===== config.mk =====
export PLATFORM = sky130hd
export DESIGN_NAME = rrip_front
export DESIGN_NICKNAME = d
export VERILOG_FILES = /design/src/rtl/rrip_pkg.sv /design/src/rtl/rrip_front.sv
export SDC_FILE = /design/constraint.sdc
export NUM_CORES = 1
export LEC_CHECK = 0
export BUFFER_PORTS_ARGS = -buffer_cell sky130_fd_sc_hd__buf_2
export CAP_MARGIN = 40
export CORE_MARGIN = 5
export CORE_UTILIZATION = 55
export DETAILED_ROUTE_END_ITERATION = 10
export GPL_TIMING_DRIVEN = 0
export HOLD_SLACK_MARGIN = 0.05
export PLACE_DENSITY = 0.84
export SLEW_MARGIN = 10
export SYNTH_ARGS = -nofsm -noshare
export SYNTH_HDL_FRONTEND = slang
export SYNTH_SLANG_ARGS = --single-unit

===== constraint.sdc =====
create_clock -name clk -period 17.4 [get_ports clk]
set_input_delay 2.61 -clock clk [delete_from_list [all_inputs] [get_ports clk]]
set_output_delay 2.61 -clock clk [all_outputs]
set_load 0.05 [all_outputs]

===== src/rtl/rrip_pkg.sv =====
// Shared types and constants for the RRIP replacement block.
package rrip_pkg;

  localparam int SETS        = 2048;
  localparam int SET_W       = $clog2(SETS);
  localparam int WAYS        = 16;
  localparam int WAY_W       = $clog2(WAYS);
  localparam int LEADER_SETS = 64;
  localparam int SEL_W       = 10;
  localparam int HIST        = 4;
  localparam int PTR_W       = $clog2(HIST);
  localparam int ADDR_W      = 64;
  localparam int DELTA_W     = 32;
  localparam int ROLL_W      = 5;
  localparam int QDEPTH      = 2;

  localparam logic [1:0] RR_DISTANT = 2'd3;
  localparam logic [1:0] RR_LONG    = 2'd2;
  localparam logic [1:0] RR_NEAR    = 2'd0;
  localparam logic [SEL_W-1:0] SEL_MID = SEL_W'(1) << (SEL_W - 1);
  localparam logic [SEL_W-1:0] SEL_MAX = '1;

  typedef enum logic [1:0] {
    KIND_SRRIP    = 2'd0,
    KIND_BIMODAL  = 2'd1,
    KIND_FOLLOWER = 2'd2
  } kind_t;

  typedef enum logic {
    OP_QUERY  = 1'b0,
    OP_UPDATE = 1'b1
  } op_t;

  // one classified transaction waiting in the queue
  typedef struct packed {
    op_t               op;
    logic [SET_W-1:0]  set_index;
    logic [WAY_W-1:0]  way_index;
    logic              all_valid;
    logic [WAY_W-1:0]  first_invalid;
    logic [ADDR_W-1:0] address;
    logic              hit;
    logic              roll_zero;
    kind_t             kind;
  } item_t;

  // per-set state word
  typedef struct packed {
    logic [WAYS-1:0][1:0]          rr;
    logic [WAYS-1:0][1:0]          ru;
    logic [ADDR_W-1:0]             last_addr;
    logic [HIST-1:0][DELTA_W-1:0]  delta;
    logic [PTR_W-1:0]              ptr;
    logic [1:0]                    score;
  } set_state_t;

  typedef struct packed {
    logic  valid;
    item_t item;
  } q_head_t;

endpackage


===== src/rtl/rrip_front.sv =====
// Front end: accepts transactions, classifies them and queues them.
module rrip_front (
  input  logic                        clk,
  input  logic                        rst_n,
  input  logic                        start,
  output logic                        busy,
  input  logic                        in_opcode,
  input  logic [rrip_pkg::SET_W-1:0]  in_set_index,
  input  logic [rrip_pkg::WAY_W-1:0]  in_way_index,
  input  logic [rrip_pkg::WAYS-1:0]   in_valid_mask,
  input  logic [rrip_pkg::ADDR_W-1:0] in_address,
  input  logic                        in_hit,
  input  logic [rrip_pkg::ROLL_W-1:0] in_bimodal_roll,
  input  logic                        back_ready,
  input  logic                        pop,
  output rrip_pkg::q_head_t           head
);

  rrip_pkg::item_t q_r [rrip_pkg::QDEPTH];
  logic            wp_r, rp_r;
  logic [1:0]      cnt_r;
  rrip_pkg::item_t cls;
  logic            push;

  always_comb begin
    cls.op            = rrip_pkg::op_t'(in_opcode);
    cls.set_index     = in_set_index;
    cls.way_index     = in_way_index;
    cls.address       = in_address;
    cls.hit           = in_hit;
    cls.roll_zero     = (in_bimodal_roll == '0);
    cls.all_valid     = &in_valid_mask;
    cls.first_invalid = '0;
    for (int w = rrip_pkg::WAYS - 1; w >= 0; w--) begin
      if (!in_valid_mask[w]) cls.first_invalid = rrip_pkg::WAY_W'(w);
    end
    if (32'(in_set_index) < rrip_pkg::LEADER_SETS / 2) cls.kind = rrip_pkg::KIND_SRRIP;
    else if (32'(in_set_index) < rrip_pkg::LEADER_SETS) cls.kind = rrip_pkg::KIND_BIMODAL;
    else cls.kind = rrip_pkg::KIND_FOLLOWER;
  end

  assign busy = (cnt_r == 2'(rrip_pkg::QDEPTH)) || !back_ready;
  assign push = start && !busy;
  assign head.valid = (cnt_r != 2'd0);
  assign head.item  = q_r[rp_r];

  always_ff @(posedge clk) begin
    if (!rst_n) begin
      wp_r  <= 1'b0;
      rp_r  <= 1'b0;
      cnt_r <= 2'd0;
    end else begin
      if (push) begin
        q_r[wp_r] <= cls;
        wp_r      <= ~wp_r;
      end
      if (pop) rp_r <= ~rp_r;
      cnt_r <= cnt_r + 2'(push) - 2'(pop);
    end
  end

endmodule


==> results.json <==
{
  "finalPower_mw": 1.04,
  "peakVddDrop_uv": 82.0,
  "seq_area_frac_synth": 0.791,
  "hold_path.class": "reg2reg",
  "crit_type": "in2out",
  "finalHoldViolations": 0,
  "ios": 198,
  "final_max_slew_viol_count": 0,
  "dpl.hpwl_um": 10100,
  "path_clk_slew_ns": 0.07,
  "vias_per_cell": 5.17,
  "drt.antenna.violating_nets": 0,
  "worstMarginPinSlew_ns": 0.706,
  "critical_path_buf_inv_count": 2,
  "grt_max_degree": 18,
  "arrival_ns": 3.07,
  "holdBufCountCts": 0,
  "fin_crit_sh": 0.326,
  "synth_area_sq_um": 6880,
  "cts_root_buf": "clkbuf_16",
  "rsz0062_at_grt": "false",
  "finClkSkew_ns": 0.00936,
  "die_h_um": 122,
  "syn-num-nets": 450,
  "antenna_cells": 0,
  "crit_path_max_incr_delay_ns": 0.28,
  "antenna_found_initial": 0,
  "power.density_nw_per_um2": 117,
  "leakage_nw": 3.39,
  "first_iter_violations": 285,
  "grt_pass1_vias": 4246,
  "post-cts-setup-buffers": 0,
  "crit_chain": "buf_2 -> o21ai_0 -> buf_2",
  "synth_mux_area_frac": 0.151,
  "critPathLaunchType": "input port",
  "synth-xor-area-share": 0.00509,
  "rows": 40,
  "clk_latency_ns": 0.43,
  "drtPass1Iterations": 5,
  "status": "completed",
  "drt-total-wl_um": 13500,
  "coreArea_sq_um": 12200,
  "critical-path-slowest-cell": "buf_2",
  "cts_tree": "done",
  "yosysWarnings": 0,
  "crit_fanout": 2,
  "relSlewSlack": 0.527,
  "synth_cells": 341,
  "ys_ff_latch": 183,
  "clock_path_buffers": 2,
  "io_buffers": 197,
  "routabilityCongestion": 0.811,
  "synth_adder_area_share": 0.00364,
  "cts_inserted_buffers": 17,
  "die_w_um": 122,
  "cp_common_cell": "buf_2",
  "dr_total_vias": 3912,
  "synth_top_family_by_area": "multiplexers",
  "cts.repair.resized": 0,
  "fin_crit_ns": 5.68,
  "synth.avg_cell_area_sq_um": 20.2,
  "drv_cap": 0,
  "end_kind": "output pin",
  "grt-ovfl-total": 0,
  "routedWlPerCell_um": 17.8,
  "layout-drive-gt1-share": 0.599,
  "setup_tns_ns": 0,
  "area_growth_pct": 28.5,
  "crit_required_ns": 14.79,
  "initial_core_util": 0.566,
  "drc": 0,
  "nNetsFinal": 684,
  "track_usage": 0.189,
  "synthSimpleGateAreaFrac": 0.0220,
  "dieArea_sq_um": 14900,
  "clkSinkCount": 183,
  "max_freq_mhz": 176,
  "cts_htree_levels": 4,
  "crit_family": "buffers and inverters",
  "synth_compound_area_frac": 0.0122,
  "grt_pass1_wl_um": 21000,
  "ys_types": 25,
  "final-setup-viol-count": 0
}
[metal layers]
layer	up-vias	global-route usage	wire [um]
li1	1805	-	-
met1	1889	0.199	4790
met2	187	0.344	7190
met3	31	0.0664	1230
met4	0	0.0742	280
met5	-	0	0
[final cells by class]
type                            instances  area (sq um)
Multi-Input combinational cell        139          1350
Buffer                                 10          68.8
Inverter                                9          33.8
Clock buffer                           17           425
Timing Repair Buffer                  215          1150
Fill cell                             759          3320
Clock inverter                         15           166
Tap cell                              168           210
Sequential cell                       183          5450
[where the power goes]
part | internal, mW | switching [mW] | total (mW)
Sequential | 0.500 | 0.00400 | 0.504
Clock | 0.215 | 0.163 | 0.378
Combinational | 0.0501 | 0.108 | 0.158
Total | 0.765 | 0.275 | 1.04
[cells in the mapped netlist]
library cell | n | area (sq um)
dfxtp_1 | 5 | 100
a311oi_1 | 2 | 17.5
mux2_2 | 79 | 890
o211ai_2 | 1 | 12.5
a21oi_1 | 3 | 15.0
nor3_2 | 1 | 10.0
xnor2_1 | 4 | 35.0
and2_1 | 1 | 6.26
buf_6 | 3 | 33.8
edfxtp_1 | 178 | 5350
nand3_1 | 1 | 5.00
or2_2 | 1 | 6.26
inv_1 | 9 | 33.8
and3_1 | 1 | 6.26
o21ai_0 | 6 | 30.0
a31o_2 | 1 | 8.76
nor3_1 | 5 | 25.0
ha_1 | 2 | 25.0
nor2_1 | 8 | 30.0
nand2_1 | 8 | 30.0
buf_2 | 7 | 35.0
nand4_1 | 3 | 18.8
mux2_4 | 10 | 150
or3_1 | 1 | 6.26
or4_1 | 1 | 7.51
[kinds of logic after synthesis]
kind of cell / after synthesis
buf+inv: 19
simple gates: 31
xor+xnor: 4
compound gates: 13
fa+ha+maj: 2
mux: 89
flops: 183
[registers in the layout, summed over array words and instances (netlist names), named ones only]
| name | flops |
|---|---|
| q_r | 178 |
| cnt_r | 2 |
| rp_r | 1 |
| wp_r | 1 |
[per-stage QoR]
step | setup slack [ns] | cells | cell area (sq um) | util | hold WS [ns]
global placement | 4.96 | 706 | 8080 | 0.664 | 0.498
finish | 11.72 | 756 | 8850 | 0.727 | 0.540
detailed placement | 11.73 | 724 | 8250 | 0.679 | 0.511
global route | 11.72 | 756 | 8850 | 0.727 | 0.600
CTS | 11.73 | 756 | 8850 | 0.727 | 0.556
floorplan | 7.99 | 341 | 6880 | - | 0.480
[cells in the final DEF (no fill, tap or decap)]
master / count
and3_1: 1
or3_1: 1
edfxtp_1: 178
o211ai_2: 1
buf_2: 204
ha_1: 2
mux2_2: 79
bufinv_16: 2
nor3_2: 3
o21ai_0: 6
nand2_1: 8
nand4_1: 3
buf_6: 11
a21oi_1: 3
or4_1: 1
and2_1: 1
nor3_1: 3
nand3_1: 1
clkinv_2: 2
clkbuf_16: 17
a31o_2: 1
buf_4: 10
mux2_4: 10
inv_6: 6
a311oi_1: 2
inv_1: 9
clkinvlp_4: 2
dfxtp_1: 5
clkinv_4: 2
or2_2: 1
xnor2_1: 4
inv_8: 1
nor2_1: 8
[final timing paths]
check,start,end,slack (ns),cells after the start
setup / recovery,back_ready,busy,11.72,3
hold reg to reg,rp_r$_SDFFE_PN0P_,register,0.54,2
hold / removal,rp_r$_SDFFE_PN0P_,register,0.54,2
setup reg to reg,cnt_r[1]$_SDFF_PN0_,q_r[0][47]$_DFFE_PP_,15.12,7
[worst min-delay path, cell delays in order, from the launching register on]
cell	delay, ns
dfxtp_1	0.33
xnor2_1	0.10
nor2_1	0.08
No activity file was read; power rests on OpenSTA's default activity.
